$ cat config.mk
export PLATFORM = sky130hd
export DESIGN_NAME = rgb_to_rgba16_converter
export DESIGN_NICKNAME = d
export VERILOG_FILES = /design/src/hw/rtl/rgb2rgba16_pkg.sv /design/src/hw/rtl/rgb2rgba16_lane.sv /design/src/hw/rtl/rgb2rgba16_expand.sv /design/src/hw/rtl/rgb_to_rgba16_converter.sv
export SDC_FILE = /design/constraint.sdc
export NUM_CORES = 2
export LEC_CHECK = 0
export BUFFER_PORTS_ARGS = -buffer_cell sky130_fd_sc_hd__clkbuf_2
export CORE_ASPECT_RATIO = 0.75
export CORE_MARGIN = 3
export CORE_UTILIZATION = 46
export DETAILED_ROUTE_END_ITERATION = 8
export PLACE_DENSITY = 0.71
export REMOVE_ABC_BUFFERS = 1
export SYNTH_ARGS = -nofsm -noshare
export SYNTH_HDL_FRONTEND = slang
export SYNTH_SLANG_ARGS = --single-unit
$ cat constraint.sdc
create_clock -name i_clk -period 13.8 [get_ports i_clk]
set_input_delay 2.76 -clock i_clk [delete_from_list [all_inputs] [get_ports i_clk]]
set_output_delay 2.76 -clock i_clk [all_outputs]
set_load 0.03 [all_outputs]
$ cat src/hw/rtl/rgb2rgba16_pkg.sv
// shared types, register indexes, constants and a helper function for the rgb to rgba16 converter
// no dependencies
package rgb2rgba16_pkg;

    typedef struct packed {
        logic [15:0] sample_red;
        logic [15:0] sample_green;
        logic [15:0] sample_blue;
        logic [15:0] sample_alpha;
    } t_in_beat;

    typedef struct packed {
        logic [15:0] out_red;
        logic [15:0] out_green;
        logic [15:0] out_blue;
        logic [15:0] out_alpha;
    } t_out_beat;

    // stage load enables for one lane
    typedef struct packed {
        logic en_mul;
        logic en_clip;
    } t_lane_ctl;

    // stage load enables for one range expander
    typedef struct packed {
        logic en_e1;
        logic en_e2;
        logic en_e3;
    } t_exp_ctl;

    localparam int CFG_IDX_W = 3;
    localparam int CFG_DAT_W = 8;

    localparam logic [CFG_IDX_W-1:0] REG_SAMPLE_BITS  = 3'd0;
    localparam logic [CFG_IDX_W-1:0] REG_FORMAT_FLAGS = 3'd1;
    localparam logic [CFG_IDX_W-1:0] REG_INVERT_MASK  = 3'd2;
    localparam logic [CFG_IDX_W-1:0] REG_GAIN_RED     = 3'd3;
    localparam logic [CFG_IDX_W-1:0] REG_GAIN_GREEN   = 3'd4;
    localparam logic [CFG_IDX_W-1:0] REG_GAIN_BLUE    = 3'd5;
    localparam logic [CFG_IDX_W-1:0] REG_GAIN_ALPHA   = 3'd6;

    localparam logic [15:0] FULL_MAX = 16'hffff;
    localparam logic [15:0] LIM_LOW  = 16'd4096;
    localparam logic [15:0] LIM_HIGH = 16'd60160;

    // left shift 16 - depth, depth clamped to 8..16
    function automatic logic [3:0] depth_shift(input logic [4:0] bits);
        logic [4:0] d;
        begin
            if (bits < 5'd8) begin
                d = 5'd8;
            end else if (bits > 5'd16) begin
                d = 5'd16;
            end else begin
                d = bits;
            end
            depth_shift = 4'(5'd16 - d);
        end
    endfunction

endpackage

$ cat src/hw/rtl/rgb2rgba16_lane.sv
// one component lane: byte swap, gain multiply, depth shift, clip, invert
// depends on rgb2rgba16_pkg
module rgb2rgba16_lane (
    input  logic                         i_clk,
    input  rgb2rgba16_pkg::t_lane_ctl    i_ctl,
    input  logic [15:0]                  i_sample,
    input  logic                         i_swap,
    input  logic [7:0]                   i_gain,
    input  logic [3:0]                   i_shift,
    input  logic                         i_invert,
    output logic [15:0]                  o_value
);

    logic [23:0] r_prod;
    logic [15:0] r_value;
    logic [15:0] swapped;
    logic [31:0] shifted;
    logic [15:0] clipped;

    assign swapped = i_swap ? {i_sample[7:0], i_sample[15:8]} : i_sample;

    always_ff @(posedge i_clk) begin
        if (i_ctl.en_mul) begin
            r_prod <= swapped * i_gain;
        end
    end

    always_comb begin
        shifted = {8'd0, r_prod} << i_shift;
        clipped = (|shifted[31:16]) ? rgb2rgba16_pkg::FULL_MAX : shifted[15:0];
    end

    always_ff @(posedge i_clk) begin
        if (i_ctl.en_clip) begin
            r_value <= i_invert ? ~clipped : clipped;
        end
    end

    assign o_value = r_value;

endmodule

$ cat src/hw/rtl/rgb2rgba16_expand.sv
// limited to full range expansion, floor((v-4096)*65535/56064) by reciprocal multiply
// depends on rgb2rgba16_pkg
module rgb2rgba16_expand (
    input  logic                       i_clk,
    input  rgb2rgba16_pkg::t_exp_ctl   i_ctl,
    input  logic                       i_limited,
    input  logic [15:0]                i_value,
    output logic [15:0]                o_value
);

    localparam logic [1:0] SEL_PASS = 2'd0;
    localparam logic [1:0] SEL_ZERO = 2'd1;
    localparam logic [1:0] SEL_FULL = 2'd2;
    localparam logic [1:0] SEL_DIV  = 2'd3;

    // 56064 = 256 * 219, reciprocal of 219 scaled by 2^32
    localparam logic [24:0] RECIP   = 25'd19611722;
    localparam logic [7:0]  DIVISOR = 8'd219;

    logic [1:0]  r_sel1, r_sel2;
    logic [23:0] r_y1, r_y2;
    logic [15:0] r_v1, r_v2;
    logic [15:0] r_q;
    logic [15:0] r_out;

    logic [1:0]  n_sel;
    logic [15:0] x;
    logic [31:0] scaled;
    logic [48:0] prod;
    logic [23:0] rem;
    logic [15:0] q_fix;

    always_comb begin
        x      = i_value - rgb2rgba16_pkg::LIM_LOW;
        scaled = {x, 16'd0} - {16'd0, x};
        if (!i_limited) begin
            n_sel = SEL_PASS;
        end else if (i_value <= rgb2rgba16_pkg::LIM_LOW) begin
            n_sel = SEL_ZERO;
        end else if (i_value >= rgb2rgba16_pkg::LIM_HIGH) begin
            n_sel = SEL_FULL;
        end else begin
            n_sel = SEL_DIV;
        end
    end

    always_ff @(posedge i_clk) begin
        if (i_ctl.en_e1) begin
            r_sel1 <= n_sel;
            r_y1   <= scaled[31:8];
            r_v1   <= i_value;
        end
    end

    assign prod = r_y1 * RECIP;

    always_ff @(posedge i_clk) begin
        if (i_ctl.en_e2) begin
            r_sel2 <= r_sel1;
            r_y2   <= r_y1;
            r_v2   <= r_v1;
            r_q    <= prod[47:32];
        end
    end

    // estimate is exact or one low
    always_comb begin
        rem   = r_y2 - 24'(r_q) * 24'(DIVISOR);
        q_fix = (rem >= 24'(DIVISOR)) ? r_q + 16'd1 : r_q;
    end

    always_ff @(posedge i_clk) begin
        if (i_ctl.en_e3) begin
            case (r_sel2)
                SEL_PASS: r_out <= r_v2;
                SEL_ZERO: r_out <= 16'd0;
                SEL_FULL: r_out <= rgb2rgba16_pkg::FULL_MAX;
                SEL_DIV:  r_out <= q_fix;
                default:  r_out <= r_v2;
            endcase
        end
    end

    assign o_value = r_out;

endmodule

$ cat src/hw/rtl/rgb_to_rgba16_converter.sv
// rgb_to_rgba16_converter: raw rgba pixel to 16-bit-per-channel rgba
// one pixel per cycle sustained while the output is not stalled
// stages: multiply, shift/clip/invert, then three range expansion stages
// each stage holds or advances on its own, so bubbles collapse under output stall
// reset (i_rst_n low, synchronous) clears stage valids and loads register defaults
module rgb_to_rgba16_converter (
    input  logic                              i_clk,
    input  logic                              i_rst_n,
    // input beat channel
    input  logic                              i_in_valid,
    output logic                              o_in_stall,
    input  rgb2rgba16_pkg::t_in_beat          i_in_data,
    // output beat channel
    output logic                              o_out_valid,
    input  logic                              i_out_stall,
    output rgb2rgba16_pkg::t_out_beat         o_out_data,
    // configuration write channel
    input  logic                              i_cfg_valid,
    output logic                              o_cfg_ready,
    input  logic [rgb2rgba16_pkg::CFG_IDX_W-1:0] i_cfg_index,
    input  logic [rgb2rgba16_pkg::CFG_DAT_W-1:0] i_cfg_data
);

    localparam int NSTG = 5;

    // configuration registers
    logic [4:0] r_sample_bits;
    logic [2:0] r_format_flags;
    logic [3:0] r_invert_mask;
    logic [7:0] r_gain_red, r_gain_green, r_gain_blue, r_gain_alpha;

    // per-stage valid and advance
    logic [NSTG-1:0] r_vld;
    logic [NSTG-1:0] stg_rdy;

    logic [3:0]  shift_amt;
    logic        swap;
    logic [15:0] lane_red, lane_green, lane_blue, lane_alpha;
    logic [15:0] exp_red, exp_green, exp_blue;
    logic [15:0] r_alpha_d1, r_alpha_d2, r_alpha_d3;

    rgb2rgba16_pkg::t_lane_ctl lane_ctl;
    rgb2rgba16_pkg::t_exp_ctl  exp_ctl;

    // config port never backs up
    assign o_cfg_ready = 1'b1;

    always_ff @(posedge i_clk) begin
        if (!i_rst_n) begin
            r_sample_bits  <= 5'd8;
            r_format_flags <= 3'd0;
            r_invert_mask  <= 4'd0;
            r_gain_red     <= 8'd1;
            r_gain_green   <= 8'd1;
            r_gain_blue    <= 8'd1;
            r_gain_alpha   <= 8'd1;
        end else if (i_cfg_valid) begin
            case (i_cfg_index)
                rgb2rgba16_pkg::REG_SAMPLE_BITS:  r_sample_bits  <= i_cfg_data[4:0];
                rgb2rgba16_pkg::REG_FORMAT_FLAGS: r_format_flags <= i_cfg_data[2:0];
                rgb2rgba16_pkg::REG_INVERT_MASK:  r_invert_mask  <= i_cfg_data[3:0];
                rgb2rgba16_pkg::REG_GAIN_RED:     r_gain_red     <= i_cfg_data;
                rgb2rgba16_pkg::REG_GAIN_GREEN:   r_gain_green   <= i_cfg_data;
                rgb2rgba16_pkg::REG_GAIN_BLUE:    r_gain_blue    <= i_cfg_data;
                rgb2rgba16_pkg::REG_GAIN_ALPHA:   r_gain_alpha   <= i_cfg_data;
                default: ;  // index beyond the list is dropped
            endcase
        end
    end

    // a stage loads when it is empty or its content moves on
    always_comb begin
        stg_rdy[NSTG-1] = !r_vld[NSTG-1] || !i_out_stall;
        for (int k = NSTG-2; k >= 0; k--) begin
            stg_rdy[k] = !r_vld[k] || stg_rdy[k+1];
        end
    end

    always_ff @(posedge i_clk) begin
        if (!i_rst_n) begin
            r_vld <= '0;
        end else begin
            if (stg_rdy[0]) begin
                r_vld[0] <= i_in_valid;
            end
            for (int k = 1; k < NSTG; k++) begin
                if (stg_rdy[k]) begin
                    r_vld[k] <= r_vld[k-1];
                end
            end
        end
    end

    assign o_in_stall  = !stg_rdy[0];
    assign o_out_valid = r_vld[NSTG-1];

    // derived controls; the user must keep config static while beats are in flight, the block does not enforce it
    assign shift_amt = rgb2rgba16_pkg::depth_shift(r_sample_bits);
    assign swap      = r_format_flags[0] && (shift_amt != 4'd8);

    assign lane_ctl.en_mul  = stg_rdy[0];
    assign lane_ctl.en_clip = stg_rdy[1];
    assign exp_ctl.en_e1    = stg_rdy[2];
    assign exp_ctl.en_e2    = stg_rdy[3];
    assign exp_ctl.en_e3    = stg_rdy[4];

    // four component lanes side by side
    rgb2rgba16_lane u_lane_red (
        .i_clk    (i_clk),
        .i_ctl    (lane_ctl),
        .i_sample (i_in_data.sample_red),
        .i_swap   (swap),
        .i_gain   (r_gain_red),
        .i_shift  (shift_amt),
        .i_invert (r_invert_mask[0]),
        .o_value  (lane_red)
    );

    rgb2rgba16_lane u_lane_green (
        .i_clk    (i_clk),
        .i_ctl    (lane_ctl),
        .i_sample (i_in_data.sample_green),
        .i_swap   (swap),
        .i_gain   (r_gain_green),
        .i_shift  (shift_amt),
        .i_invert (r_invert_mask[1]),
        .o_value  (lane_green)
    );

    rgb2rgba16_lane u_lane_blue (
        .i_clk    (i_clk),
        .i_ctl    (lane_ctl),
        .i_sample (i_in_data.sample_blue),
        .i_swap   (swap),
        .i_gain   (r_gain_blue),
        .i_shift  (shift_amt),
        .i_invert (r_invert_mask[2]),
        .o_value  (lane_blue)
    );

    rgb2rgba16_lane u_lane_alpha (
        .i_clk    (i_clk),
        .i_ctl    (lane_ctl),
        .i_sample (i_in_data.sample_alpha),
        .i_swap   (swap),
        .i_gain   (r_gain_alpha),
        .i_shift  (shift_amt),
        .i_invert (r_invert_mask[3]),
        .o_value  (lane_alpha)
    );

    // range expansion on color lanes only
    rgb2rgba16_expand u_exp_red (
        .i_clk     (i_clk),
        .i_ctl     (exp_ctl),
        .i_limited (r_format_flags[2]),
        .i_value   (lane_red),
        .o_value   (exp_red)
    );

    rgb2rgba16_expand u_exp_green (
        .i_clk     (i_clk),
        .i_ctl     (exp_ctl),
        .i_limited (r_format_flags[2]),
        .i_value   (lane_green),
        .o_value   (exp_green)
    );

    rgb2rgba16_expand u_exp_blue (
        .i_clk     (i_clk),
        .i_ctl     (exp_ctl),
        .i_limited (r_format_flags[2]),
        .i_value   (lane_blue),
        .o_value   (exp_blue)
    );

    // alpha rides alongside the expanders, forced opaque when absent
    always_ff @(posedge i_clk) begin
        if (exp_ctl.en_e1) begin
            r_alpha_d1 <= r_format_flags[1] ? lane_alpha : rgb2rgba16_pkg::FULL_MAX;
        end
        if (exp_ctl.en_e2) begin
            r_alpha_d2 <= r_alpha_d1;
        end
        if (exp_ctl.en_e3) begin
            r_alpha_d3 <= r_alpha_d2;
        end
    end

    // merge lanes into the output beat
    always_comb begin
        o_out_data.out_red   = exp_red;
        o_out_data.out_green = exp_green;
        o_out_data.out_blue  = exp_blue;
        o_out_data.out_alpha = r_alpha_d3;
    end

endmodule
==> impl_metrics.tcl <==
set metrics [dict create \
    fin_crit_sh_pct 64.6 \
    io_pins 147 \
    critical_path.top_delay_family "adder cells" \
    syn2layout_area_growth_pct 7.08 \
    synth_cell_types 90 \
    fp.dieArea_sq_um 171000 \
    syn_area_sq_um 76300 \
    cts_buffers 67 \
    hold_depth 0 \
    final_core_util_pct 49.9 \
    rsz0062_at_grt "false" \
    hold_start "u_exp_red.r_v1[8]" \
    cp.arrival_ns 9.32 \
    r2r_cells 26 \
    synth_ff_type "edfxtp_1" \
    drc_errors 0 \
    hold_buffers 0 \
    critical_path_class "reg2reg" \
    die_w_microns 476 \
    worstSetupStartpointType "flip-flop" \
    fin_cells 9686 \
    synth_area_leader_cell "fa_1" \
    synth_most_common_cell "inv_1" \
    postCtsSetupRepairBufs 0 \
    ant_nets 0 \
    vias 51000 \
    grt_max_degree 129 \
    grt_pass1_vias 54000 \
    syn_inst 7313 \
    num_antenna_cells 0 \
    max_freq_mhz 112 \
    coreArea_sq_um 164000 \
    hp-class "reg2reg" \
    post-route-min-period_ns 8.91 \
    antenna_found_initial 1 \
    final-setup-viol-count 0 \
    drive_gt1_share_pct 4.52 \
    r2r_start "r_sample_bits[4]" \
    cp.required_ns 14.21 \
    relSlewSlack_pct 17.6 \
    outcome "finished, final reports clean" \
    h-tree-depth 3 \
    wl_per_cell_microns 18.7 \
    row_count 128 \
    end_kind "flip-flop" \
    worstMarginPinSlew_ns 1.24 \
    hold_violations 0 \
    maxCapViolCount 0 \
    numClockSinks 605 \
    clk_latency_ns 0.66 \
    cts_tree "built" \
    ys_seq_area_share_pct 23.2 \
    drt_iter0_drc 3693 \
    crit_fanout 42 \
    grt_pass1_wl_mm 295 \
    initial_utilization_pct 46.6 \
    synth_warnings 0 \
    path_clk_slew_ns 0.07 \
    synth-edff-count 556 \
    dp_cells 9565 \
    dieHeight_microns 359 \
    via_per_inst 5.27 \
    min_to "u_exp_red.r_v2[8]" \
    grt-ovfl-total 0 \
    skew_ns 0.0296 \
    yosysTopAreaCellShare_pct 25.9 \
    dr.pass1.iters 5 \
    syn_area_per_cell_sq_um 10.4 \
    grtUsageTotal_pct 21.4 \
    synth_area_leaders "fa_1 (26%), edfxtp_1 (22%), ha_1 (18%)" \
    setup-tns-final_ns 0 \
    place_congestion 0.910 \
    synth_common_cells "inv_1 (1,612), ha_1 (1,128), fa_1 (987)" \
    synth-seq-cells 605 \
    final_nets 9619 \
    path_buf_inv 4 \
    cp_common_cell "fa_1" \
    slowest_delay_ns 0.70 \
    async_flop_share_pct 0 \
    cts-root-buf "clkbuf_16" \
    dp_hpwl_mm 146 \
    max-clock-path-buffers 3 \
    portBuffers 145 \
    drv_slew 0 \
    drt_wl_total_mm 181 \
    cts.repair.resized 0 \
    reg2reg_to "u_lane_red.r_prod[23]" \
    slowest_stage "mux2i_1" \
    r2r_setup_slack_ns 4.89 \
]
[cell usage in the layout, fill, tap and decap left out, types with 47 or more instances in the layout]
master,instances
inv_1,1610
and2_1,66
dfxtp_1,49
a21oi_1,249
clkbuf_16,69
clkbuf_2,145
a211oi_1,49
and3_1,47
mux2i_1,200
ha_1,1127
nor3_1,100
nor2_1,221
edfxtp_1,556
o21ai_0,130
xor2_1,69
nand3_1,77
nand2b_1,95
fa_1,987
nand2_1,293
a21o_1,66
xnor2_1,205
nor2b_1,433
o21a_1,50
[area by class of cell]
type                            instances  area, sq um
Fill cell                           14600        81900
Multi-Input combinational cell       4951        52100
Sequential cell                       605        17700
Inverter                             1615         6070
Tap cell                             2210         2770
Clock buffer                           84         1790
Timing Repair Buffer                  184         1020
Clock inverter                         37          349
[kinds of logic after synthesis]
logic type,Yosys count,synth area share [%]
mux,211,2.78
flops,605,23.2
other cells,1,0.00491
compound gates,839,7.26
buf+inv,1757,8.72
simple gates,1509,10.5
fa+ha+maj,2115,44.4
xor+xnor,276,3.17
[metrics by stage]
| stage | hold slack [ns] | cell area, sq um | worst slack (ns) |
|---|---|---|---|
| floorplan | 0.400 | 75800 | 3.16 |
| detailed placement | 0.405 | 79600 | 5.01 |
| CTS | 0.414 | 81700 | 4.99 |
| global placement | 0.404 | 79600 | 5.30 |
| finish | 0.413 | 81700 | 4.89 |
| global route | 0.425 | 81700 | 4.23 |
[worst max-delay path by stage]
stage	slack [ns]	cells past startpoint	startpoint	endpoint
2_1_floorplan	3.16	25	r_sample_bits[3]	u_lane_green.r_prod[23]
3_3_place_gp	5.30	26	r_sample_bits[4]	u_lane_red.r_prod[23]
3_5_place_dp	5.01	26	r_sample_bits[4]	u_lane_red.r_prod[23]
4_1_cts	4.99	26	r_sample_bits[4]	u_lane_red.r_prod[23]
5_1_grt	4.23	26	r_sample_bits[4]	u_lane_red.r_prod[23]
6_report	4.89	26	r_sample_bits[4]	u_lane_red.r_prod[23]
[metal layers]
layer / GRT usage, % / up-vias / wire length (microns)
li1: - / 24000 / -
met1: 30.6 / 25500 / 83600
met2: 34.6 / 1385 / 83100
met3: 2.90 / 212 / 10200
met4: 4.83 / 0 / 3740
met5: 0 / - / 0
[worst reg2reg max path, delay by kind of cell (launching register included)]
family	cells	cell delay, ns
fa+ha+maj	6	2.67
flops	1	0.41
compound gates	9	2.19
mux	1	0.74
buf+inv	4	1.31
simple gates	6	1.35
Power is left out: the tool's default activity adds up to more than one toggle a clock period on the data nets, which glitch-free logic cannot reach.
